`config.mk`:
```
export PLATFORM = sky130hd
export DESIGN_NAME = mic_front
export DESIGN_NICKNAME = d
export VERILOG_FILES = /design/src/sv/mic_pkg.sv /design/src/sv/mic_front.sv
export SDC_FILE = /design/constraint.sdc
export NUM_CORES = 2
export LEC_CHECK = 0
export BUFFER_PORTS_ARGS = -buffer_cell sky130_fd_sc_hd__buf_2
export CAP_MARGIN = 20
export CORE_ASPECT_RATIO = 1.75
export CORE_MARGIN = 4
export CORE_UTILIZATION = 49
export CTS_CLUSTER_DIAMETER = 100
export DETAILED_ROUTE_END_ITERATION = 7
export GPL_TIMING_DRIVEN = 0
export PLACE_DENSITY = 0.66
export SLEW_MARGIN = 20
export SYNTH_ARGS = -nofsm -noshare
export SYNTH_HDL_FRONTEND = slang
export SYNTH_SLANG_ARGS = --single-unit
```
`constraint.sdc`:
```
create_clock -name clock -period 6.5 [get_ports clock]
set_input_delay 0.325 -clock clock [delete_from_list [all_inputs] [get_ports clock]]
set_output_delay 0.325 -clock clock [all_outputs]
set_load 0.01 [all_outputs]
```
`src/sv/mic_pkg.sv`:
```
// Shared types and constants for the masked image correlation block.
// No dependencies; the design files other than mic_mul refer to it by scoped names.
`default_nettype none
package mic_pkg;

   // Fixed-point result: Q2.14, one is 2^14.
   localparam int Q_BITS = 15;
   localparam logic [Q_BITS-1:0] ONE_Q14 = 15'd16384;
   localparam int BIT_W = 4;
   // Trial factor (2q-1)^2 needs this many bits, and R carries the same shift.
   localparam int SQ_BITS = 30;

   // Snapshot queue between accumulator and finisher.
   localparam int QUEUE_DEPTH = 2;
   localparam int QPTR_W = 1;
   localparam int QLVL_W = 2;

   typedef enum logic [3:0] {
      BK_IDLE,
      BK_NSAA,
      BK_SASA,
      BK_NSBB,
      BK_SBSB,
      BK_CHECK,
      BK_NSAB,
      BK_SASB,
      BK_VAVB,
      BK_COVSQ,
      BK_TRY,
      BK_TEST,
      BK_SIGN,
      BK_RESP
   } bk_state_type;

endpackage
`default_nettype wire

```
`src/sv/mic_front.sv`:
```
// Accumulator front end: takes pixel pairs, keeps exact sums, and pushes a
// snapshot of the sums on the last pair of an image. Uses mic_pkg.
`default_nettype none
module mic_front #(
   parameter int MaxPixels = 1048576,
   parameter int PW = 16,
   parameter int CW = 21,
   parameter int SW = 37,
   parameter int QW = 53
) (
   input  wire logic                      clock,
   input  wire logic                      reset,
   input  wire logic                      req_valid,
   output logic                           req_ready,
   input  wire logic [15:0]               req_pixel_a,
   input  wire logic [15:0]               req_pixel_b,
   input  wire logic                      req_a_missing,
   input  wire logic                      req_b_missing,
   input  wire logic                      req_last_pair,
   input  wire logic [mic_pkg::QLVL_W-1:0] q_level,
   output logic                           push_valid,
   output logic [CW-1:0]                  snap_n,
   output logic [SW-1:0]                  snap_sa,
   output logic [SW-1:0]                  snap_sb,
   output logic [QW-1:0]                  snap_saa,
   output logic [QW-1:0]                  snap_sbb,
   output logic [QW-1:0]                  snap_sab
);

   logic            s1_go_ff, s1_go_in;
   logic            s1_use_ff, s1_last_ff;
   logic [PW-1:0]   s1_a_ff, s1_b_ff;
   logic [2*PW-1:0] s1_aa_ff, s1_bb_ff, s1_ab_ff;
   logic [PW-1:0]   a_m, b_m;
   logic [2*PW-1:0] aa_in, bb_in, ab_in;

   logic [CW-1:0] cnt_ff, cnt_in;
   logic [SW-1:0] sa_ff, sa_in, sb_ff, sb_in;
   logic [QW-1:0] saa_ff, saa_in, sbb_ff, sbb_in, sab_ff, sab_in;
   logic          add;

   // Leave room for every last pair already in flight.
   assign req_ready = ({1'b0, q_level} + {{mic_pkg::QLVL_W{1'b0}}, s1_go_ff & s1_last_ff})
                      < (mic_pkg::QLVL_W+1)'(mic_pkg::QUEUE_DEPTH);

   assign a_m   = req_pixel_a[PW-1:0];
   assign b_m   = req_pixel_b[PW-1:0];
   assign aa_in = {{PW{1'b0}}, a_m} * {{PW{1'b0}}, a_m};
   assign bb_in = {{PW{1'b0}}, b_m} * {{PW{1'b0}}, b_m};
   assign ab_in = {{PW{1'b0}}, a_m} * {{PW{1'b0}}, b_m};
   assign s1_go_in = req_valid & req_ready;

   always_ff @(posedge clock) begin
      if (reset) begin
         s1_go_ff <= 1'b0;
      end else begin
         s1_go_ff <= s1_go_in;
      end
      s1_use_ff  <= ~(req_a_missing | req_b_missing);
      s1_last_ff <= req_last_pair;
      s1_a_ff    <= a_m;
      s1_b_ff    <= b_m;
      s1_aa_ff   <= aa_in;
      s1_bb_ff   <= bb_in;
      s1_ab_ff   <= ab_in;
   end

   // Pairs past the count limit are dropped until the image ends.
   assign add = s1_go_ff & s1_use_ff & (cnt_ff < CW'(MaxPixels));

   always_comb begin
      snap_n   = cnt_ff + CW'(add);
      snap_sa  = sa_ff + (add ? SW'(s1_a_ff) : '0);
      snap_sb  = sb_ff + (add ? SW'(s1_b_ff) : '0);
      snap_saa = saa_ff + (add ? QW'(s1_aa_ff) : '0);
      snap_sbb = sbb_ff + (add ? QW'(s1_bb_ff) : '0);
      snap_sab = sab_ff + (add ? QW'(s1_ab_ff) : '0);
      push_valid = s1_go_ff & s1_last_ff;
      if (push_valid) begin
         cnt_in = '0;
         sa_in  = '0;
         sb_in  = '0;
         saa_in = '0;
         sbb_in = '0;
         sab_in = '0;
      end else begin
         cnt_in = snap_n;
         sa_in  = snap_sa;
         sb_in  = snap_sb;
         saa_in = snap_saa;
         sbb_in = snap_sbb;
         sab_in = snap_sab;
      end
   end

   always_ff @(posedge clock) begin
      if (reset) begin
         cnt_ff <= '0;
         sa_ff  <= '0;
         sb_ff  <= '0;
         saa_ff <= '0;
         sbb_ff <= '0;
         sab_ff <= '0;
      end else begin
         cnt_ff <= cnt_in;
         sa_ff  <= sa_in;
         sb_ff  <= sb_in;
         saa_ff <= saa_in;
         sbb_ff <= sbb_in;
         sab_ff <= sab_in;
      end
   end

endmodule
`default_nettype wire

```
==> results_tabular.tex <==
\begin{tabular}{lr}
\hline
Metric & Value \\
\hline
\multicolumn{2}{l}{\textbf{Critical path}} \\
Startpoint class of the critical path & input pin \\
Crit path arrival time & 6.80 ns \\
Kind of end point of the critical path & flop \\
Critical path start-end classification & in2reg \\
Data required time at the worst endpoint & 6.97 ns \\
Crit path max fanout & 10 \\
\multicolumn{2}{l}{\textbf{Yosys}} \\
Count of cell types in the netlist & 88 \\
Main flop type after synthesis & sky130\_fd\_sc\_hd\_\_dfxtp\_1 \\
Yosys warnings & 0 \\
Yosys top cell by area & sky130\_fd\_sc\_hd\_\_fa\_1 \\
Number of enable-type register cells in the synthesized netlist & 0 \\
Async set-reset flop share out of synthesis & 0\% \\
Portion of the post-synthesis area used by sequential elements & 18.0\% \\
Cell Area, Synth & 42,400 sq um \\
Number of standard cells after synthesis & 4,835 \\
Post-synthesis sequential element count & 381 \\
Synthesized area per cell & 8.77 sq um \\
Share of the synthesized area in the top cell type & 24.7\% \\
Top post-synthesis cells by area & sky130\_fd\_sc\_hd\_\_fa\_1 25\%, sky130\_fd\_sc\_hd\_\_dfxtp\_1 18\%, sky130\_fd\_sc\_hd\_\_ha\_1 13\% \\
\multicolumn{2}{l}{\textbf{Pwr}} \\
Maximum VDD drop & 0.000561 V \\
Internal Pwr Total & 10.8 mW \\
Register share of total power & 14.4\% \\
Total power & 20.5 mW \\
Static power due to leakage & 24.9 nW \\
Comb power frac & 73.8\% \\
Psw & 9.72 mW \\
Part of the total power dissipated in the clock network & 11.8\% \\
Power density normalized to cell area & 434 nW/um\^{}2 \\
Switching share of power & 47.5\% \\
\multicolumn{2}{l}{\textbf{Place}} \\
Placed instance count & 6,285 \\
Weighted congestion at the end of routability-driven global placement & 0.977 \\
Placed cell area & 45,400 sq um \\
Count of buffers inserted at the top-level ports & 294 \\
Setup slack at placement & -1.50 ns \\
DP HPWL & 103,000 microns \\
\multicolumn{2}{l}{\textbf{Finish}} \\
Net total in the final layout & 6,188 \\
Fraction of layout cells with a size suffix above 1 & 9.53\% \\
Final core utilization & 54.9\% \\
Synth-to-layout area growth & 11.1\% \\
Cell Count, Final, Fillers Out & 6,380 \\
Final cell area excluding filler cells & 47,100 sq um \\
\multicolumn{2}{l}{\textbf{Global routing}} \\
Number of antenna violations at the first check in global routing & 18 \\
Largest net degree at the start of global routing & 14 \\
Via count of the first global-routing pass & 36,500 \\
Remaining global-route overflow & 0 \\
Wire length of the first global-routing pass & 194,000 microns \\
Total Routing Usage GR & 27.1\% \\
\multicolumn{2}{l}{\textbf{STA}} \\
Final hold violation count & 0 \\
Highest attainable clock frequency & 0.158 GHz \\
Actual transition at the worst max-transition pin & 0.962 ns \\
Time the final worst path needs with I/O delays and setup & 6.33 ns \\
Max-slew violation count & 0 \\
Share of the clock period used by the worst path & 97.4\% \\
Setup WS post-layout & 0.167 ns \\
Final worst clock skew & 0.0299 ns \\
Worst hold-check slack & 0.0325 ns \\
Worst slew slack as a fraction of its limit & 35.9\% \\
TNS Setup & 0 ns \\
Final-report setup violation count & 0 \\
\multicolumn{2}{l}{\textbf{Clock tree}} \\
Buffer type at the clock tree root & sky130\_fd\_sc\_hd\_\_clkbuf\_16 \\
Clock insertion delay at the later pin of the skew report & 0.59 ns \\
Largest buffer count on any clock path & 3 \\
Inserted Clock Buffers & 40 \\
Max H-tree Level & 2 \\
Sinks on the clock net & 381 \\
TritonCTS clock tree & yes \\
Clock transition at the registers of the reported paths & 0.06 ns \\
\multicolumn{2}{l}{\textbf{Outcome}} \\
Result of the run & finished, final reports clean \\
\multicolumn{2}{l}{\textbf{Floorplanning}} \\
Core Area & 85,800 sq um \\
DIE WIDTH & 230 microns \\
IO Count & 296 \\
Placement Rows & 142 \\
Full die area & 91,500 sq um \\
Die extent in y & 397 microns \\
Starting density of the core & 49.4\% \\
\multicolumn{2}{l}{\textbf{Detailed routing}} \\
Count of routing violations after the opening detailed-route iteration & 1,881 \\
Detailed-router iteration count before antenna repair & 5 \\
Remaining routing DRC violations & 0 \\
Vias & 34,500 \\
Average wire per standard cell & 19.5 microns \\
DRT Wirelength & 124,000 microns \\
Via/cell ratio & 5.41 \\
Antenna violation net count after detailed routing & 0 \\
\multicolumn{2}{l}{\textbf{Flow run}} \\
Max-cap viol count & 0 \\
\multicolumn{2}{l}{\textbf{Hold path}} \\
Tightest Hold Check Type & in2reg \\
\hline
\end{tabular}
-- placed cells by master (no fill, tap or decap), types with 34 or more instances in the layout --
cell type / instances
sky130_fd_sc_hd__or3_1: 34
sky130_fd_sc_hd__clkbuf_2: 45
sky130_fd_sc_hd__ha_1: 437
sky130_fd_sc_hd__and3_1: 37
sky130_fd_sc_hd__a21o_1: 126
sky130_fd_sc_hd__buf_2: 299
sky130_fd_sc_hd__nand2_1: 467
sky130_fd_sc_hd__nand3_1: 82
sky130_fd_sc_hd__fa_1: 523
sky130_fd_sc_hd__clkbuf_16: 40
sky130_fd_sc_hd__o21ai_0: 98
sky130_fd_sc_hd__xnor2_1: 205
sky130_fd_sc_hd__clkbuf_1: 100
sky130_fd_sc_hd__and2_1: 517
sky130_fd_sc_hd__inv_1: 789
sky130_fd_sc_hd__a21oi_1: 199
sky130_fd_sc_hd__nor2_1: 198
sky130_fd_sc_hd__dfxtp_1: 381
sky130_fd_sc_hd__xor2_1: 102
-- cells by family after synthesis --
logic type | after synthesis | synth area share, %
AND/OR/NAND/NOR | 1531 | 18.6
buffers and inverters | 963 | 8.56
adder cells (fa/ha/maj) | 960 | 37.6
AO/OA/AOI/OAI | 656 | 10.1
flip-flops | 381 | 18.0
XOR/XNOR | 308 | 6.38
multiplexers | 34 | 0.811
other | 2 | 0.0177
-- what timing repair did --
item	in CTS	in global routing
endpoints found under the hold margin	20	0
gates resized for setup	50	64
hold buffers	21	0
setup buffers	0	3
pin swaps	2	2
setup endpoints to repair	106	18
-- path summary, 6_finish.rpt --
| kind | startpoint | endpoint | slack, ns | cells past startpoint |
|---|---|---|---|---|
| hold / removal | req_pixel_b[15] | s1_b_ff[15]$_DFF_P_ | 0.03 | 1 |
| setup / recovery | req_pixel_a[14] | s1_ab_ff[31]$_DFF_P_ | 0.17 | 22 |
| hold reg to reg | sab_ff[52]$_SDFF_PP0_ | sab_ff[52]$_SDFF_PP0_ | 0.50 | 2 |
| setup reg to reg | s1_go_ff$_SDFF_PP0_ | sbb_ff[42]$_SDFF_PP0_ | 1.27 | 18 |
-- power by group through the flow --
stage / clock network [mW] / registers (mW) / logic, mW
2_1_floorplan: 0 / 2.98 / 11.5
3_3_place_gp: 0 / 3.00 / 14.8
3_5_place_dp: 0 / 3.01 / 14.9
4_1_cts: 2.48 / 2.96 / 15.0
5_1_grt: 2.56 / 2.99 / 17.3
6_report: 2.41 / 2.95 / 15.1
-- final cells by class --
| class | count | area [sq um] |
|---|---|---|
| Inverter | 791 | 2970 |
| Fill cell | 8046 | 38700 |
| Sequential cell | 381 | 7630 |
| Clock buffer | 54 | 1130 |
| Multi-Input combinational cell | 3493 | 31200 |
| Antenna cell | 11 | 27.5 |
| Tap cell | 1152 | 1440 |
| Timing Repair Buffer | 320 | 1730 |
| Clock inverter | 17 | 224 |
| Buffer | 161 | 728 |
-- cell usage after synthesis, drive strengths merged (37+ instances only) --
cell type,n
a21o,126
a21oi,204
and2,518
and3,37
clkbuf,166
dfxtp,381
fa,523
ha,437
inv,789
nand2,468
nand3,82
nor2,200
o21ai,106
xnor2,206
xor2,102
-- layer usage --
| layer | global-route usage [%] | vias to the layer above | share of wire [%] |
|---|---|---|---|
| li1 | - | 16100 | - |
| met3 | 3.65 | 448 | 5.6 |
| met2 | 49.7 | 1166 | 52 |
| met1 | 28.3 | 16800 | 35 |
| met4 | 18.9 | 10 | 8.2 |
| met5 | 0 | - | 0.056 |
-- critical path, stage by stage --
cell	delay (ns)
sky130_fd_sc_hd__buf_2	0.13
sky130_fd_sc_hd__clkbuf_1	0.48
sky130_fd_sc_hd__clkbuf_2	0.43
sky130_fd_sc_hd__and2_1	0.20
sky130_fd_sc_hd__fa_1	0.40
sky130_fd_sc_hd__inv_1	0.10
sky130_fd_sc_hd__fa_1	0.39
sky130_fd_sc_hd__inv_1	0.09
sky130_fd_sc_hd__fa_1	0.47
sky130_fd_sc_hd__fa_1	0.50
sky130_fd_sc_hd__fa_1	0.57
sky130_fd_sc_hd__inv_1	0.06
sky130_fd_sc_hd__fa_1	0.52
sky130_fd_sc_hd__inv_1	0.04
sky130_fd_sc_hd__ha_1	0.34
sky130_fd_sc_hd__nand3_1	0.24
sky130_fd_sc_hd__a2111oi_2	0.41
sky130_fd_sc_hd__o221ai_2	0.20
sky130_fd_sc_hd__o31ai_2	0.36
sky130_fd_sc_hd__a221oi_1	0.17
sky130_fd_sc_hd__o21bai_1	0.18
sky130_fd_sc_hd__xnor2_1	0.18
-- sequential cells by signal (all words and copies together) (netlist names) --
signal,count
saa_ff,53
sb_ff,37
s1_use_ff,1
s1_aa_ff,31
s1_last_ff,1
s1_ab_ff,32
sab_ff,53
s1_b_ff,15
cnt_ff,21
s1_a_ff,15
s1_bb_ff,31
sbb_ff,53
s1_go_ff,1
sa_ff,37
(Power assumes the default switching activity.)
