`src/sv/mic_pkg.sv`:
```
// Shared types and constants for the masked image correlation block.
// No dependencies; the design files other than mic_mul refer to it by scoped names.
`default_nettype none
package mic_pkg;

   // Fixed-point result: Q2.14, one is 2^14.
   localparam int Q_BITS = 15;
   localparam logic [Q_BITS-1:0] ONE_Q14 = 15'd16384;
   localparam int BIT_W = 4;
   // Trial factor (2q-1)^2 needs this many bits, and R carries the same shift.
   localparam int SQ_BITS = 30;

   // Snapshot queue between accumulator and finisher.
   localparam int QUEUE_DEPTH = 2;
   localparam int QPTR_W = 1;
   localparam int QLVL_W = 2;

   typedef enum logic [3:0] {
      BK_IDLE,
      BK_NSAA,
      BK_SASA,
      BK_NSBB,
      BK_SBSB,
      BK_CHECK,
      BK_NSAB,
      BK_SASB,
      BK_VAVB,
      BK_COVSQ,
      BK_TRY,
      BK_TEST,
      BK_SIGN,
      BK_RESP
   } bk_state_type;

endpackage
`default_nettype wire

```
`src/sv/mic_queue.sv`:
```
// Short snapshot queue between the accumulator and the finisher.
// Depth and pointer widths come from mic_pkg.
`default_nettype none
module mic_queue #(
   parameter int W = 254
) (
   input  wire logic                       clock,
   input  wire logic                       reset,
   input  wire logic                       push,
   input  wire logic [W-1:0]               wr_data,
   input  wire logic                       pop,
   output logic                            rd_valid,
   output logic [W-1:0]                    rd_data,
   output logic [mic_pkg::QLVL_W-1:0]      level
);

   logic [W-1:0]                 mem_ff [mic_pkg::QUEUE_DEPTH];
   logic [mic_pkg::QPTR_W-1:0]   wr_ptr_ff, wr_ptr_in, rd_ptr_ff, rd_ptr_in;
   logic [mic_pkg::QLVL_W-1:0]   lvl_ff, lvl_in;

   assign rd_valid = (lvl_ff != '0);
   assign rd_data  = mem_ff[rd_ptr_ff];
   assign level    = lvl_ff;

   always_comb begin
      wr_ptr_in = push ? wr_ptr_ff + 1'b1 : wr_ptr_ff;
      rd_ptr_in = pop ? rd_ptr_ff + 1'b1 : rd_ptr_ff;
      lvl_in    = lvl_ff + mic_pkg::QLVL_W'(push) - mic_pkg::QLVL_W'(pop);
   end

   always_ff @(posedge clock) begin
      if (reset) begin
         wr_ptr_ff <= '0;
         rd_ptr_ff <= '0;
         lvl_ff    <= '0;
      end else begin
         wr_ptr_ff <= wr_ptr_in;
         rd_ptr_ff <= rd_ptr_in;
         lvl_ff    <= lvl_in;
      end
      if (push) begin
         mem_ff[wr_ptr_ff] <= wr_data;
      end
   end

endmodule
`default_nettype wire

```
`config.mk`:
```
export PLATFORM = sky130hd
export DESIGN_NAME = mic_queue
export DESIGN_NICKNAME = d
export VERILOG_FILES = /design/src/sv/mic_pkg.sv /design/src/sv/mic_queue.sv
export SDC_FILE = /design/constraint.sdc
export NUM_CORES = 1
export LEC_CHECK = 0
export ABC_CLOCK_PERIOD_IN_PS = 19080
export BUFFER_PORTS_ARGS = -buffer_cell sky130_fd_sc_hd__buf_2
export CAP_MARGIN = 5
export CORE_MARGIN = 10
export CORE_UTILIZATION = 52
export CTS_CLUSTER_DIAMETER = 100
export DETAILED_ROUTE_END_ITERATION = 6
export PLACE_DENSITY_LB_ADDON = 0.15
export SYNTH_ARGS = -nofsm -noshare
export SYNTH_HDL_FRONTEND = slang
export SYNTH_SLANG_ARGS = --single-unit
```
`constraint.sdc`:
```
create_clock -name clock -period 19.08 [get_ports clock]
set_clock_uncertainty 0.1 [all_clocks]
set_input_delay 3.816 -clock clock [delete_from_list [all_inputs] [get_ports clock]]
set_output_delay 3.816 -clock clock [all_outputs]
set_load 0.005 [all_outputs]
```
==> key figures, run 1 <==
Setup path
  • CP endpoint kind: output pin
  • CP Class: flop to output pin
  • Crit-path max FO: 77
  • Critical Path Source Type: flop
  • Worst r2r src: wr_ptr_ff$_SDFFE_PP0P_
  • Worst-case reg-to-reg path depth: 3
  • Crit path DAT: 3750 ps
  • Most common cell on crit path: buf_4
  • Flop-to-flop setup slack: 15990 ps
  • Worst-path cell chain: buf_4, buf_4, mux2_2, buf_2
  • Req. time, crit path: 15160 ps
  • Worst path slowest cell: buf_4
  • Crit-path max cell delay: 890 ps

Yosys
  • Syn Area/Cell: 23.2 sq um
  • Post-Synthesis Cells: 810
  • Yosys cell types: 15
  • Top cell type's share of synthesized area: 81.3%
  • Synth area leader: edfxtp_1
  • Post-Syn Nets: 1070
  • Register area share after synthesis: 81.8%
  • Top post-synthesis cells by area: edfxtp_1 81%, mux2_2 12%, mux2_4 4.8%, dfxtp_1 0.53%, buf_4 0.44%
  • Number of synthesized register bits: 513
  • Synth Cell Area: 18800 sq um
  • Warnings from Yosys: 0

Min path
  • Hold Path Origin: rd_ptr_ff$_SDFFE_PP0P_
  • Hold Crit Class: flop to flop
  • Min-Delay Path Depth: 2

Detailed routing
  • Via count of the routed design: 9648
  • Drt via density: 5.16
  • Total Wirelength: 45700 microns
  • Final ANT Viol Nets: 0
  • Drt pass-1 iters: 4
  • Avg WL per Cell: 24.5 microns
  • Initial DRC count: 654
  • # DRC: 0

STA
  • Final setup violation count: 0
  • PnR worst setup slack: 11410 ps
  • Period utilization: 40.2%
  • Fmax: 130 MHz
  • Max Slew Vio Count: 0
  • Slew @ Worst Pin: 1080 ps
  • Setup TNS Final: 0 ps
  • Relative slew margins: 28.0%
  • Endpoints failing hold: 0
  • Final min period: 7670 ps
  • Unrepaired setup endpoints after global routing: false

Power
  • Clk pwr share: 37.2%
  • Internal Power: 2.01 mW
  • Flop pwr share: 52.6%
  • Leak: 8.91 nW
  • Net Sw Power: 0.539 mW
  • Pwr/cell area: 109 nW/um^2
  • Gate power share: 10.2%
  • Max IR drop VDD: 0.0000895 V
  • Switching share of power: 21.1%

Floorplan
  • Die ar.: 44100 sq um
  • Die outline width: 210 microns
  • Die height: 210 microns
  • IO Pins: 515
  • Core ar.: 35600 sq um
  • Starting Density: 52.8%
  • Row count: 69

Place
  • Port Buffers: 514
  • Place WS: 11920 ps
  • RD Place Congestion: 0.815
  • Dpl hpwl: 33500 microns

Clocking
  • Root buf cell: clkbuf_16
  • TritonCTS Buffers: 51
  • Clock Latency Late Sink: 560 ps
  • Reg clk slew, reported paths: 60 ps
  • Postcts setup bufs: 0
  • Max Root-Sink Buffers: 3
  • CTS tree: yes
  • CTS Sinks: 513
  • Post_cts resized: 0
  • CTS H-tree depth: 2
  • Hold Buf Count CTS: 0

Global routing
  • Grt ovf: 0
  • GRT Total Usage: 20.0%
  • Largest net degree at the start of global routing: 78
  • Initial antenna violation count: 20
  • First-pass GRT wire length: 65700 microns
  • Vias in the first global route: 10300

Finish
  • Final #Nets: 1619
  • Filler cell count: 2474
  • Register Area: 15400 sq um
  • Multi-input gate area: 3200 sq um
  • Area Overhead vs Synth: 24.8%
  • Fraction of layout cells with a size suffix above 1: 60.8%

Status
  • Status: finished clean

Run
  • Maxcap violations: 0
[layer usage]
layer	vias to the layer above	share of wire [%]	track usage [%]
met2	421	51	33.5
met4	20	3.4	8.56
li1	4346	-	-
met1	4779	36	22.4
met5	-	0.31	0
met3	82	9.7	7.91
[power by group through the flow]
stage          sequential (mW)  combinational [mW]  clock, mW
2_1_floorplan             1.37               0.140          0
3_3_place_gp              1.36               0.263          0
3_5_place_dp              1.36               0.266          0
4_1_cts                   1.34               0.267      0.973
5_1_grt                   1.34               0.283       1.02
6_report                  1.34               0.261      0.948
[flip-flops by register name, summed over array words and instances (netlist names), named ones only]
signal / cells
wr_ptr_ff: 1
mem_ff: 508
rd_ptr_ff: 1
level: 2
[critical path: cells and delay by family (launching register included)]
kind                   cells  cell delay (ps)
DFF                        1              770
buffers and inverters      3             1850
muxes                      1              420
[worst paths after layout]
kind	endpoint
max	rd_data[142]
min	rd_ptr_ff$_SDFFE_PP0P_
max reg2reg	mem_ff[0][185]$_DFFE_PP_
min reg2reg	rd_ptr_ff$_SDFFE_PP0P_
[cell usage after synthesis]
library cell,count
and2_1,1
buf_2,10
buf_4,11
buf_6,7
dfxtp_1,5
edfxtp_1,508
ha_1,2
inv_1,2
mux2_2,194
mux2_4,60
nor2_1,4
nor2b_1,2
or2_2,1
xnor2_1,2
xnor3_1,1
[cell type report]
type,count,share of cell area [%]
clock buffer,66,5.87
sequential,513,65.6
timing repair buffer,524,11.3
multi-input combinational,267,13.7
inverter,2,0.0320
tap,461,2.46
clock inverter,27,0.999
antenna,10,0.107
[kinds of logic after synthesis]
kind of cell | share of synthesized area, %
multiplexers | 16.4
adder cells (fa/ha/maj) | 0.133
XOR/XNOR | 0.213
AND/OR/NAND/NOR | 0.213
flip-flops | 81.8
buffers and inverters | 1.17
[metrics by stage]
stage	utilization (%)	hold WS (ps)	area [sq um]	cells	power, mW
after floorplan	-	380	18800	810	1.51
after global placement	61.3	401	21800	1767	1.62
after detailed placement	61.3	403	21800	1767	1.63
after CTS	65.8	424	23400	1860	2.58
after global routing	65.8	514	23400	1868	2.65
final	65.9	427	23400	1870	2.55
[cell usage in the layout (no fill, tap or decap), drive strengths merged]
cell	netlist	final
ha	2	2
clkbuf	0	66
xnor3	1	1
dfxtp	5	5
or2	1	1
buf	28	524
xnor2	2	2
nor2b	2	2
inv	2	2
and2	1	1
diode	0	10
edfxtp	508	508
bufinv	0	4
clkinvlp	0	2
mux2	254	254
nor2	4	4
clkinv	0	21
Power figures use the tool's default switching activity.
==> run 2, diff against run 1 <==
ABC_AREA = 1   (was unset)
ABC_CLOCK_PERIOD_IN_PS = 7450   (was 19080)
clock period = 7.45 ns   (was 19.08 ns; I/O delays follow)
==> key figures, run 2 <==
Status
  • Status: finished clean (unchanged)

STA
  • Setup TNS Final: 0 ps (unchanged)
  • Final setup violation count: 0 (unchanged)
  • Endpoints failing hold: 0 (unchanged)
  • Slew @ Worst Pin: 1160 ps (was 1080 ps)
  • Unrepaired setup endpoints after global routing: false (unchanged)
  • Relative slew margins: 22.8% (was 28.0%)
  • Final min period: 4360 ps
  • PnR worst setup slack: 3090 ps (was 11410 ps)
  • Max Slew Vio Count: 0 (unchanged)
  • Period utilization: 58.5%
  • Fmax: 229 MHz

Setup path
  • Reg2Reg Capture Point: mem_ff[1][236]$_DFFE_PP_ (was mem_ff[0][185]$_DFFE_PP_)
  • Worst-path cell chain: buf_12, mux2_2, buf_2 (was buf_4, buf_4, mux2_2, buf_2)
  • Crit-path max FO: 154 (was 77)
  • Crit path DAT: 2770 ps (was 3750 ps)
  • CP Class: flop to output pin (unchanged)
  • Critical Path Source Type: flop (unchanged)
  • Worst r2r src: wr_ptr_ff$_SDFFE_PP0P_ (unchanged)
  • Worst path slowest cell: dfxtp_4 (was buf_4)
  • CP endpoint kind: output pin (unchanged)
  • Worst-case reg-to-reg path depth: 3 (unchanged)
  • Flop-to-flop setup slack: 4860 ps (was 15990 ps)
  • Req. time, crit path: 5860 ps (was 15160 ps)
  • Crit-path max cell delay: 650 ps (was 890 ps)

Yosys
  • Synth area leader: edfxtp_1 (unchanged)
  • Top post-synthesis cells by area: edfxtp_1 81%, mux2_2 12%, mux2_4 4.8%, dfxtp_1 0.53%, buf_4 0.44% (unchanged)
  • Top cell type's share of synthesized area: 81.3% (about the same)
  • Post-Synthesis Cells: 820 (was 810)
  • Most frequent cells after synthesis: 508 x edfxtp_1, 194 x mux2_2, 60 x mux2_4, 11 x buf_4, 10 x buf_2 (unchanged)
  • Synth Cell Area: 18800 sq um (about the same)
  • Register area share after synthesis: 81.8% (about the same)
  • Main synth FF type: edfxtp_1 (unchanged)
  • Number of synthesized register bits: 513 (unchanged)
  • Yosys cell types: 15 (unchanged)
  • EDFF count, synth: 508 (unchanged)
  • Warnings from Yosys: 0 (unchanged)
  • Most common cell in the netlist: edfxtp_1 (unchanged)
  • Syn Area/Cell: 22.9 sq um (was 23.2 sq um)
  • Post-Syn Nets: 1080 (was 1070)
  • Fraction of registers with async set/reset: 0% (unchanged)

Floorplan
  • Die height: 210 microns (about the same)
  • Core ar.: 35600 sq um (unchanged)
  • IO Pins: 515 (unchanged)
  • Die ar.: 44100 sq um (about the same)
  • Die outline width: 210 microns (about the same)
  • Starting Density: 52.8% (about the same)
  • Row count: 69 (unchanged)

Clocking
  • Postcts setup bufs: 0 (unchanged)
  • Max Root-Sink Buffers: 3 (unchanged)
  • CTS H-tree depth: 2 (unchanged)
  • CTS tree: yes (unchanged)
  • Reg clk slew, reported paths: 60 ps (about the same)
  • TritonCTS Buffers: 51 (unchanged)
  • Clock Latency Late Sink: 570 ps (was 560 ps)
  • Hold Buf Count CTS: 0 (unchanged)
  • CTS Sinks: 513 (unchanged)
  • Root buf cell: clkbuf_16 (unchanged)
  • Post_cts resized: 0 (unchanged)

Global routing
  • First-pass GRT wire length: 64400 microns (was 65700 microns)
  • Vias in the first global route: 10100 (was 10300)
  • Initial antenna violation count: 18 (was 20)
  • Largest net degree at the start of global routing: 156 (was 78)
  • Grt ovf: 0 (unchanged)
  • GRT Total Usage: 19.5% (was 20.0%)

Place
  • Place WS: 3590 ps (was 11920 ps)
  • Port Buffers: 514 (unchanged)
  • Dpl hpwl: 31700 microns (was 33500 microns)
  • RD Place Congestion: 0.785 (was 0.815)

Finish
  • Max FFs per register: 508 (unchanged)
  • Final #Nets: 1626 (was 1619)
  • Filler cell count: 2486 (was 2474)
  • Commonest non-fill, non-tap cell in the layout: buf_2 (unchanged)
  • Largest Register: mem_ff (unchanged)
  • Most frequent cells in the layout: 514 x buf_2, 508 x edfxtp_1, 194 x mux2_2 (unchanged)
  • Area Overhead vs Synth: 24.7% (was 24.8%)
  • Fraction of layout cells with a size suffix above 1: 60.0% (was 60.8%)

Detailed routing
  • Drt via density: 5.10 (was 5.16)
  • Drt pass-1 iters: 5 (was 4)
  • Via count of the routed design: 9560 (was 9648)
  • Total Wirelength: 44700 microns (was 45700 microns)
  • Avg WL per Cell: 23.8 microns (was 24.5 microns)
  • # DRC: 0 (unchanged)
  • Initial DRC count: 566 (was 654)
  • Final ANT Viol Nets: 0 (unchanged)

Power
  • Pwr/cell area: 276 nW/um^2 (was 109 nW/um^2)
  • Leak: 8.90 nW (was 8.91 nW)
  • Max IR drop VDD: 0.000227 V (was 0.0000895 V)

Run
  • Maxcap violations: 0 (unchanged)

Min path
  • Hold EP: rd_ptr_ff$_SDFFE_PP0P_ (unchanged)
  • Min-Delay Path Depth: 2 (unchanged)
  • Hold Path Origin: rd_ptr_ff$_SDFFE_PP0P_ (unchanged)
  • Hold Crit Class: flop to flop (unchanged)
-- run 2: changes by cell type after synthesis, moves of 2 or more --
cell / change
inv_1: +6
nand2_1: +5
nor2b_1: -2
nor2_1: +2
-- run 2: cell families after synthesis --
family,Yosys count,synth area share (%)
flops,513,81.8
fa+ha+maj,2,0.133
xor+xnor,1,0.0467
compound gates,1,0.0266
simple gates,13,0.273
mux,254,16.4
buf+inv,36,1.29
-- run 2: per-layer routing --
metal,global-route usage [%],wire (microns),vias to the layer above
li1,-,-,4376
met1,21.1,15800,4725
met2,32.7,22700,360
met3,8.77,4640,87
met4,8.43,1470,12
met5,0,73,-
-- run 2: final cells by class --
class / count / area [sq um] / area share (%)
Sequential cell: 513 / 15400 / 65.6
Multi-Input combinational cell: 271 / 3180 / 13.6
Timing Repair Buffer: 521 / 2650 / 11.3
Clock buffer: 68 / 1380 / 5.91
Tap cell: 461 / 577 / 2.46
Clock inverter: 20 / 194 / 0.828
Inverter: 8 / 37.5 / 0.160
Antenna cell: 12 / 30.0 / 0.128
-- run 2: per-stage QoR --
stage                     std cells  power (mW)  instance area (sq um)  utilization (%)  hold slack, ps
after detailed placement       1774        4.10                  21800             61.3             421
after CTS                      1862        6.53                  23400             65.7             436
after floorplan                 820        3.79                  18800                -             380
after global placement         1774        4.09                  21800             61.3             396
after global routing           1871        6.69                  23400             65.8             465
final                          1874        6.46                  23400             65.8             433
-- run 2: how the worst max path moves through the flow --
| stage | startpoint | end | slack (ps) | cells after the start |
|---|---|---|---|---|
| final | flop | rd_data[159] | 3090 | 3 |
| after global routing | flop | rd_data[159] | 2970 | 3 |
| after CTS | flop | rd_data[153] | 3100 | 3 |
| after detailed placement | push | mem_ff[0][188]$_DFFE_PP_ | 3590 | 4 |
| after global placement | push | mem_ff[0][210]$_DFFE_PP_ | 3550 | 4 |
| after floorplan | push | mem_ff[1][0]$_DFFE_PP_ | 290 | 2 |
-- run 2: worst max-delay path: cells and delay by family, from the launching register on --
family | cells | cell delay [ps]
buffers and inverters | 2 | 800
multiplexers | 1 | 430
flip-flops | 1 | 650
-- run 2: report_power, final --
| group | internal, mW | switching, mW | leakage [nW] |
|---|---|---|---|
| sequential | 3.35 | 0.0381 | 4.81 |
| clock | 1.43 | 1.00 | 0.763 |
| combinational | 0.316 | 0.323 | 3.32 |
