### src/sv/mic_pkg.sv
// Shared types and constants for the masked image correlation block.
// No dependencies; the design files other than mic_mul refer to it by scoped names.
`default_nettype none
package mic_pkg;

   // Fixed-point result: Q2.14, one is 2^14.
   localparam int Q_BITS = 15;
   localparam logic [Q_BITS-1:0] ONE_Q14 = 15'd16384;
   localparam int BIT_W = 4;
   // Trial factor (2q-1)^2 needs this many bits, and R carries the same shift.
   localparam int SQ_BITS = 30;

   // Snapshot queue between accumulator and finisher.
   localparam int QUEUE_DEPTH = 2;
   localparam int QPTR_W = 1;
   localparam int QLVL_W = 2;

   typedef enum logic [3:0] {
      BK_IDLE,
      BK_NSAA,
      BK_SASA,
      BK_NSBB,
      BK_SBSB,
      BK_CHECK,
      BK_NSAB,
      BK_SASB,
      BK_VAVB,
      BK_COVSQ,
      BK_TRY,
      BK_TEST,
      BK_SIGN,
      BK_RESP
   } bk_state_type;

endpackage
`default_nettype wire

### src/sv/mic_mul.sv
// Shift-add multiplier for wide unsigned operands, one multiplier bit a
// cycle, stopping early once the remaining bits are zero. No package use.
`default_nettype none
module mic_mul #(
   parameter int XW = 148,
   parameter int YW = 74
) (
   input  wire logic               clock,
   input  wire logic               reset,
   input  wire logic               start,
   input  wire logic [XW-1:0]      op_x,
   input  wire logic [YW-1:0]      op_y,
   output logic                    done,
   output logic [XW+YW-1:0]        prod
);

   logic              busy_ff, busy_in;
   logic [XW+YW-1:0]  x_ff, x_in, acc_ff, acc_in;
   logic [YW-1:0]     y_ff, y_in;

   assign done = busy_ff & (y_ff == '0);
   assign prod = acc_ff;

   always_comb begin
      busy_in = busy_ff;
      x_in    = x_ff;
      y_in    = y_ff;
      acc_in  = acc_ff;
      if (start) begin
         busy_in = 1'b1;
         x_in    = (XW+YW)'(op_x);
         y_in    = op_y;
         acc_in  = '0;
      end else if (done) begin
         busy_in = 1'b0;
      end else if (busy_ff) begin
         acc_in = y_ff[0] ? acc_ff + x_ff : acc_ff;
         x_in   = x_ff << 1;
         y_in   = y_ff >> 1;
      end
   end

   always_ff @(posedge clock) begin
      if (reset) begin
         busy_ff <= 1'b0;
      end else begin
         busy_ff <= busy_in;
      end
      x_ff   <= x_in;
      y_ff   <= y_in;
      acc_ff <= acc_in;
   end

endmodule
`default_nettype wire

### src/sv/mic_back.sv
// Finisher: pops a snapshot of sums, forms variances and covariance exactly,
// and finds the Q2.14 coefficient bit by bit. Uses mic_pkg and mic_mul.
`default_nettype none
module mic_back #(
   parameter int CW = 21,
   parameter int SW = 37,
   parameter int QW = 53
) (
   input  wire logic                 clock,
   input  wire logic                 reset,
   input  wire logic                 q_valid,
   output logic                      q_pop,
   input  wire logic [CW-1:0]        q_n,
   input  wire logic [SW-1:0]        q_sa,
   input  wire logic [SW-1:0]        q_sb,
   input  wire logic [QW-1:0]        q_saa,
   input  wire logic [QW-1:0]        q_sbb,
   input  wire logic [QW-1:0]        q_sab,
   output logic                      rsp_valid,
   input  wire logic                 rsp_ready,
   output logic signed [15:0]        rsp_correlation,
   output logic                      rsp_status
);

   localparam int VW = CW + QW;
   localparam int XW = 2 * VW;
   localparam int YW = (VW > mic_pkg::SQ_BITS) ? VW : mic_pkg::SQ_BITS;
   localparam int PRW = XW + YW;
   localparam int RW = XW + mic_pkg::SQ_BITS;

   mic_pkg::bk_state_type state_ff, state_in;
   logic                  started_ff, started_in;

   logic [CW-1:0]  n_ff, n_in;
   logic [SW-1:0]  sa_ff, sa_in, sb_ff, sb_in;
   logic [QW-1:0]  saa_ff, saa_in, sbb_ff, sbb_in, sab_ff, sab_in;
   logic [VW-1:0]  t1_ff, t1_in, va_ff, va_in, vb_ff, vb_in, cov_ff, cov_in;
   logic           neg_ff, neg_in;
   logic [XW-1:0]  v_ff, v_in;
   logic [RW-1:0]  r_ff, r_in;
   logic [mic_pkg::Q_BITS-1:0] q_ff, q_in, t_ff, t_in, t_try;
   logic [mic_pkg::BIT_W-1:0]  bit_ff, bit_in;
   logic [mic_pkg::SQ_BITS-1:0] sq_ff, sq_in;
   logic [15:0]    odd, mag;
   logic [15:0]    res_ff, res_in;
   logic           status_ff, status_in;

   logic           mul_go, mul_done;
   logic [XW-1:0]  mul_x;
   logic [YW-1:0]  mul_y;
   logic [PRW-1:0] mul_p;
   logic [VW-1:0]  p_lo;

   mic_mul #(.XW(XW), .YW(YW)) u_mul (
      .clock (clock),
      .reset (reset),
      .start (mul_go),
      .op_x  (mul_x),
      .op_y  (mul_y),
      .done  (mul_done),
      .prod  (mul_p)
   );

   assign p_lo            = mul_p[VW-1:0];
   assign rsp_valid       = (state_ff == mic_pkg::BK_RESP);
   assign rsp_correlation = $signed(res_ff);
   assign rsp_status      = status_ff;
   assign t_try           = q_ff | (mic_pkg::Q_BITS'(1) << bit_ff);
   assign odd             = {t_try, 1'b0} - 16'd1;
   assign mag             = {1'b0, q_ff};

   // Operand select for the shared multiplier.
   always_comb begin
      case (state_ff)
         mic_pkg::BK_NSAA: begin mul_x = XW'(saa_ff); mul_y = YW'(n_ff);  end
         mic_pkg::BK_SASA: begin mul_x = XW'(sa_ff);  mul_y = YW'(sa_ff); end
         mic_pkg::BK_NSBB: begin mul_x = XW'(sbb_ff); mul_y = YW'(n_ff);  end
         mic_pkg::BK_SBSB: begin mul_x = XW'(sb_ff);  mul_y = YW'(sb_ff); end
         mic_pkg::BK_NSAB: begin mul_x = XW'(sab_ff); mul_y = YW'(n_ff);  end
         mic_pkg::BK_SASB: begin mul_x = XW'(sa_ff);  mul_y = YW'(sb_ff); end
         mic_pkg::BK_VAVB: begin mul_x = XW'(va_ff);  mul_y = YW'(vb_ff); end
         mic_pkg::BK_COVSQ: begin mul_x = XW'(cov_ff); mul_y = YW'(cov_ff); end
         mic_pkg::BK_TEST: begin mul_x = v_ff;         mul_y = YW'(sq_ff); end
         default: begin mul_x = '0; mul_y = '0; end
      endcase
   end

   always_comb begin
      state_in   = state_ff;
      started_in = started_ff;
      n_in = n_ff; sa_in = sa_ff; sb_in = sb_ff;
      saa_in = saa_ff; sbb_in = sbb_ff; sab_in = sab_ff;
      t1_in = t1_ff; va_in = va_ff; vb_in = vb_ff; cov_in = cov_ff;
      neg_in = neg_ff; v_in = v_ff; r_in = r_ff;
      q_in = q_ff; t_in = t_ff; bit_in = bit_ff; sq_in = sq_ff;
      res_in = res_ff; status_in = status_ff;
      q_pop  = 1'b0;
      mul_go = 1'b0;
      case (state_ff)
         mic_pkg::BK_IDLE: begin
            started_in = 1'b0;
            if (q_valid) begin
               q_pop = 1'b1;
               n_in = q_n; sa_in = q_sa; sb_in = q_sb;
               saa_in = q_saa; sbb_in = q_sbb; sab_in = q_sab;
               if (q_n == '0) begin
                  res_in    = '0;
                  status_in = 1'b1;
                  state_in  = mic_pkg::BK_RESP;
               end else begin
                  state_in = mic_pkg::BK_NSAA;
               end
            end
         end
         mic_pkg::BK_CHECK: begin
            status_in = 1'b0;
            if (va_ff == '0 && vb_ff == '0) begin
               res_in   = 16'(mic_pkg::ONE_Q14);
               state_in = mic_pkg::BK_RESP;
            end else if (va_ff == '0 || vb_ff == '0) begin
               res_in   = '0;
               state_in = mic_pkg::BK_RESP;
            end else begin
               state_in = mic_pkg::BK_NSAB;
            end
         end
         mic_pkg::BK_TRY: begin
            // Skip trial values above one; otherwise form (2t-1)^2.
            if (t_try > mic_pkg::ONE_Q14) begin
               if (bit_ff == '0) begin
                  state_in = mic_pkg::BK_SIGN;
               end else begin
                  bit_in = bit_ff - 1'b1;
               end
            end else begin
               t_in     = t_try;
               sq_in    = odd[14:0] * odd[14:0];
               state_in = mic_pkg::BK_TEST;
            end
         end
         mic_pkg::BK_SIGN: begin
            res_in    = neg_ff ? 16'd0 - mag : mag;
            status_in = 1'b0;
            state_in  = mic_pkg::BK_RESP;
         end
         mic_pkg::BK_RESP: begin
            if (rsp_ready) begin
               state_in = mic_pkg::BK_IDLE;
            end
         end
         default: begin
            // Multiply steps: launch, then wait and capture.
            if (!started_ff) begin
               mul_go     = 1'b1;
               started_in = 1'b1;
            end else if (mul_done) begin
               started_in = 1'b0;
               case (state_ff)
                  mic_pkg::BK_NSAA: begin
                     t1_in = p_lo; state_in = mic_pkg::BK_SASA;
                  end
                  mic_pkg::BK_SASA: begin
                     va_in = (t1_ff > p_lo) ? t1_ff - p_lo : '0;
                     state_in = mic_pkg::BK_NSBB;
                  end
                  mic_pkg::BK_NSBB: begin
                     t1_in = p_lo; state_in = mic_pkg::BK_SBSB;
                  end
                  mic_pkg::BK_SBSB: begin
                     vb_in = (t1_ff > p_lo) ? t1_ff - p_lo : '0;
                     state_in = mic_pkg::BK_CHECK;
                  end
                  mic_pkg::BK_NSAB: begin
                     t1_in = p_lo; state_in = mic_pkg::BK_SASB;
                  end
                  mic_pkg::BK_SASB: begin
                     neg_in   = t1_ff < p_lo;
                     cov_in   = (t1_ff < p_lo) ? p_lo - t1_ff : t1_ff - p_lo;
                     state_in = mic_pkg::BK_VAVB;
                  end
                  mic_pkg::BK_VAVB: begin
                     v_in = mul_p[XW-1:0]; state_in = mic_pkg::BK_COVSQ;
                  end
                  mic_pkg::BK_COVSQ: begin
                     r_in     = {mul_p[XW-1:0], {mic_pkg::SQ_BITS{1'b0}}};
                     q_in     = '0;
                     bit_in   = mic_pkg::BIT_W'(mic_pkg::Q_BITS - 1);
                     state_in = mic_pkg::BK_TRY;
                  end
                  mic_pkg::BK_TEST: begin
                     if (mul_p <= PRW'(r_ff)) begin
                        q_in = t_ff;
                     end
                     if (bit_ff == '0) begin
                        state_in = mic_pkg::BK_SIGN;
                     end else begin
                        bit_in   = bit_ff - 1'b1;
                        state_in = mic_pkg::BK_TRY;
                     end
                  end
                  default: begin
                     state_in = mic_pkg::BK_IDLE;
                  end
               endcase
            end
         end
      endcase
   end

   always_ff @(posedge clock) begin
      if (reset) begin
         state_ff   <= mic_pkg::BK_IDLE;
         started_ff <= 1'b0;
      end else begin
         state_ff   <= state_in;
         started_ff <= started_in;
      end
      n_ff <= n_in; sa_ff <= sa_in; sb_ff <= sb_in;
      saa_ff <= saa_in; sbb_ff <= sbb_in; sab_ff <= sab_in;
      t1_ff <= t1_in; va_ff <= va_in; vb_ff <= vb_in; cov_ff <= cov_in;
      neg_ff <= neg_in; v_ff <= v_in; r_ff <= r_in;
      q_ff <= q_in; t_ff <= t_in; bit_ff <= bit_in; sq_ff <= sq_in;
      res_ff <= res_in; status_ff <= status_in;
   end

endmodule
`default_nettype wire

### config.mk
export PLATFORM = sky130hd
export DESIGN_NAME = mic_back
export DESIGN_NICKNAME = d
export VERILOG_FILES = /design/src/sv/mic_pkg.sv /design/src/sv/mic_mul.sv /design/src/sv/mic_back.sv
export SDC_FILE = /design/constraint.sdc
export NUM_CORES = 2
export LEC_CHECK = 0
export BUFFER_PORTS_ARGS = -buffer_cell sky130_fd_sc_hd__buf_2
export CORE_ASPECT_RATIO = 1.75
export CORE_MARGIN = 2
export CORE_UTILIZATION = 65
export CTS_CLUSTER_SIZE = 16
export DETAILED_ROUTE_END_ITERATION = 7
export PLACE_DENSITY = 0.83
export SETUP_SLACK_MARGIN = 0.1
export SLEW_MARGIN = 20
export SYNTH_ARGS = -nofsm -noshare
export SYNTH_HDL_FRONTEND = slang
export SYNTH_SLANG_ARGS = --single-unit
### constraint.sdc
create_clock -name clock -period 21.5 [get_ports clock]
set_input_delay 3.225 -clock clock [delete_from_list [all_inputs] [get_ports clock]]
set_output_delay 3.225 -clock clock [all_outputs]
set_load 0.03 [all_outputs]
==> reports/qor.txt, run 1 <==
gr ovfl total: 384
row cnt: 177
vias in the first global route: 87000
Run Error: [ERROR GRT-0116] Global routing finished with congestion. Check the congestion regions in the DRC Viewer.
area share of the largest cell type after synthesis: 39.5%
Num Clock Sinks: 1449
Ports: 277
syn nets: 9903
first-pass GRT wire length: 657 mm
CTS Buffer Depth: 3
cell area after placement: 90300 um^2
IO Port Bufs: 276
sequential area share after synthesis: 46.4%
Yosys top cell by area: edfxtp_1
Global Route Usage Sum: 66.4%
Post-CTS Hold Buffers: 0
status: did not finish
Yosys warnings: 0
Initial Util: 65.6%
Die H: 489 um
flip-flop and latch count after synthesis: 1449
CTS resizes: 0
Post-Syn Area: 87300 um^2
async set or reset register ratio after synthesis: 0%
last step reached: 5_1_grt
largest net degree at the start of global routing: 169
Cell variety after synth: 100
top cells by area, synth: edfxtp_1, ha_1, dfxtp_1
Post-Syn Instances: 8893
gp weighted congestion: 1.20
number of synthesized flops with an enable pin: 1147
root buf cell: clkbuf_16
Setup Fix Bufs, Post-CTS: 0
Avg Cell Area, Syn: 9.81 um^2
total CTS buffers: 135
H-tree depth: 4
DP HPWL: 280 mm
chip width: 281 um
most common flop cell mapped by yosys: edfxtp_1
[synth_stat cells, types with 36 or more instances]
cell type,count
xnor2_1,272
o21ai_0,482
nand2b_1,54
nor4_1,98
nor2_1,581
nor2b_1,59
o21a_1,53
ha_1,611
a22oi_1,177
a211oi_1,37
fa_1,141
a22o_1,110
a222oi_1,59
nand4_1,217
o21bai_1,136
buf_2,36
inv_1,649
nor3_1,100
a221oi_1,51
xor2_1,129
a21oi_1,984
clkbuf_1,379
a21o_1,275
nand3_1,84
edfxtp_1,1147
and3_1,37
dfxtp_1,302
nand2_1,1088
a31oi_1,95
[routing by layer]
metal,overflow,GRT usage [%]
met5,2,15.4
met4,159,68.3
met3,5,44.6
met2,218,88.9
met1,0,64.7
[cells by family after synthesis]
| group | after synthesis | synth area share (%) |
|---|---|---|
| and+or+nand+nor | 2442 | 12.6 |
| DFF | 1449 | 46.4 |
| adders and majority gates | 752 | 12.0 |
| buffers and inverters | 1103 | 4.83 |
| AOI/OAI and AO/OA | 2704 | 19.6 |
| muxes | 42 | 0.508 |
| xor gates and xnor gates | 401 | 4.03 |
[stage by stage]
| stage | worst slack [ns] | instances | util (%) | hold WS, ns |
|---|---|---|---|---|
| 2_1_floorplan | 9.04 | 8893 | - | 0.448 |
| 3_3_place_gp | 12.25 | 10600 | 67.8 | 0.458 |
| 3_5_place_dp | 12.00 | 10600 | 67.9 | 0.464 |
| 4_1_cts | 11.98 | 10900 | 71.3 | 0.451 |
==> run 2, diff against run 1 <==
--- a/config.mk
+++ b/config.mk
@@ -6,13 +6,10 @@
 export NUM_CORES = 2
 export LEC_CHECK = 0
 export BUFFER_PORTS_ARGS = -buffer_cell sky130_fd_sc_hd__buf_2
-export CORE_ASPECT_RATIO = 1.75
 export CORE_MARGIN = 2
-export CORE_UTILIZATION = 65
-export CTS_CLUSTER_SIZE = 16
+export CORE_UTILIZATION = 40
 export DETAILED_ROUTE_END_ITERATION = 7
-export PLACE_DENSITY = 0.83
-export SETUP_SLACK_MARGIN = 0.1
+export PLACE_DENSITY_LB_ADDON = 0.15
 export SLEW_MARGIN = 20
 export SYNTH_ARGS = -nofsm -noshare
 export SYNTH_HDL_FRONTEND = slang
==> run 2 against run 1 <==
Effect of this change:
- the flow now finishes, with violations (design-rule violations)
- synthesized area unchanged
- synthesized cell count unchanged
==> reports/qor.txt, run 2 <==
RSZ-0062 raised after global routing: false
vias in the first global route: 69300
hold_sp: u_mul.x_ff[164]
Worst-path clk slew: 0.06 ns
Die H: 471 um (-3.6%)
Num Clock Sinks: 1449 (unchanged)
leakage: 37.7 nW
final setup fails: 0
Worst setup SP type: register
Slew Viols, Final: 0
share of layout cells above drive strength 1: 8.30%
dpl cells: 11700 (+9.9%)
number of synthesized flops with an enable pin: 1147 (unchanged)
row cnt: 171 (-3.4%)
Net Sw Frac: 43.8%
Critical-path top delay cell: clkinv_1
Yosys top cell by area: edfxtp_1
Post-Syn Area: 87300 um^2 (unchanged)
largest net degree at the start of global routing: 172
first-pass GRT wire length: 475 mm
nets: 10000
status: finished with violations
Clk Latency, worst-skew pair: 0.85 ns
Synth top cells by count: edfxtp_1, nand2_1, a21oi_1
Post-Syn Instances: 8893 (unchanged)
crit share post-route: 44.9%
hold path cells: 2
Setup Fix Bufs, Post-CTS: 0 (unchanged)
final std cells w/o fill: 12000
Yosys warnings: 0 (unchanged)
Worst Path Arrival: 10.24 ns
power share of the combinational group: 43.2%
Global Route Usage Sum: 28.7%
commonest non-fill, non-tap cell in the layout: edfxtp_1
power after layout: 13.4 mW
final WL: 326 mm
fmax: 0.104 GHz
crit-path max FO: 11
DR WL/cell: 27.2 um
R2R depth: 33
Final Critical Period: 9.66 ns
H-tree depth: 4 (unchanged)
gp weighted congestion: 0.970 (-19%)
max-cap violations: 0
Iter 0 DRT Violations: 7760
pwr/cell area: 138 nW/um^2
DP HPWL: 250 mm (-11%)
reg-to-reg endpoint: sq_ff[29]
setup slack, reg-to-reg: 11.84 ns
final setup TNS: 0 ns
area share of the largest cell type after synthesis: 39.5% (unchanged)
failing checks: design-rule violations
sequential power share: 34.5%
Initial Util: 40.2% (-25 points)
cell area after placement: 91500 um^2 (+1.3%)
Hold Path Class: register to register
syn nets: 9903 (unchanged)
CTS resizes: 0 (unchanged)
area growth from synthesis to layout: 11.4%
Least-Margin Pin Slew: 1.22 ns
Layout Utilization: 44.8%
IO Port Bufs: 276 (unchanged)
async set or reset register ratio after synthesis: 0% (unchanged)
Core ar.: 217000 um^2
highest cell delay on the worst timing path: 0.70 ns
gr ovfl total: 0
final worst clock skew: 0.0360 ns
Die ar.: 222000 um^2
endpoint type of the worst setup path: register
chip width: 471 um (+68%)
clock network power share: 22.3%
Worst Path Required: 22.08 ns
Setup Crit Path Kind: register to register
Worst slew margin: 18.8%
commonest non-fill, non-tap cells in the layout: edfxtp_1, nand2_1, a21oi_1
Final Hold Vio Count: 0
Post-route DRC: 17
sequential area share after synthesis: 46.4% (unchanged)
Avg Cell Area, Syn: 9.81 um^2 (unchanged)
worst r2r src: bit_ff[0]
Detailed Routing Iterations Pass 1: 8
total CTS buffers: 168 (+24%)
initial antenna violation count: 8
post-route ant nets: 0
Endpoint, Worst Hold: u_mul.x_ff[165]
root buf cell: clkbuf_16
CTS tree: yes
Vias: 71100
Sw Pwr: 5.87 mW
routed vias/inst: 5.93
internal power: 7.54 mW
Post-CTS Hold Buffers: 0 (unchanged)
Max VDD drop: 174 uV
CTS Buffer Depth: 3 (unchanged)
flip-flop and latch count after synthesis: 1449 (unchanged)
most instantiated library cell after synthesis: edfxtp_1
most common flop cell mapped by yosys: edfxtp_1
Cell variety after synth: 100 (unchanged)
Ports: 277 (unchanged)
top cells by area, synth: edfxtp_1, ha_1, dfxtp_1
final instance area: 97200 um^2
## run 2: kinds of logic after synthesis
kind of cell             count (synthesis)  share of synthesized area [%]
XOR/XNOR                               401                           4.03
flip-flops                            1449                           46.4
AO/OA/AOI/OAI                         2704                           19.6
adder cells (fa/ha/maj)                752                           12.0
multiplexers                            42                          0.508
buffers and inverters                 1103                           4.83
AND/OR/NAND/NOR                       2442                           12.6
## run 2: worst max-delay path, delay by kind of cell, from the launching register on
family / cells / cell delay [ns]
xor gates and xnor gates: 2 / 0.67
DFF: 1 / 0.45
and+or+nand+nor: 5 / 0.95
buffers and inverters: 8 / 1.40
adders and majority gates: 9 / 4.06
AOI/OAI and AO/OA: 9 / 1.84
## run 2: layer usage
metal | share of wire [%] | vias to the layer above | track usage [%]
li1 | - | 32600 | -
met1 | 45 | 35100 | 40.5
met2 | 45 | 2965 | 45.0
met3 | 7.3 | 443 | 4.59
met4 | 3.1 | 6 | 8.81
met5 | 0.012 | - | 0
## run 2: cell type report
| cell class | instances | area (um^2) |
|---|---|---|
| multi-input combinational | 6341 | 42700 |
| tap | 2854 | 3570 |
| sequential | 1449 | 40500 |
| clock inverter | 99 | 1180 |
| fill | 20900 | 120000 |
| antenna | 3 | 7.51 |
| timing repair buffer | 383 | 2260 |
| clock buffer | 213 | 4500 |
| inverter | 657 | 2470 |
## run 2: power by group through the flow
stage               clock network, mW  registers (mW)  logic [mW]
global route                     3.14            4.66        6.28
CTS                              3.04            4.61        5.72
floorplan                           0            4.40        3.88
global placement                    0            4.66        5.66
detailed placement                  0            4.66        5.68
finish                           2.99            4.62        5.80
## run 2: stage by stage
step,setup slack (ns),hold WS [ns]
finish,11.84,0.461
global route,11.20,0.492
CTS,11.77,0.471
detailed placement,11.81,0.464
global placement,11.89,0.460
floorplan,9.04,0.448
## run 2: worst max-delay path by stage
stage / endpoint / from
after floorplan: q_pop / q_valid
after global placement: sq_ff[29] / bit_ff[0]
after detailed placement: sq_ff[29] / bit_ff[0]
after CTS: sq_ff[29] / bit_ff[0]
after global routing: sq_ff[29] / bit_ff[2]
final: sq_ff[29] / bit_ff[0]
Power figures use the tool's default switching activity.
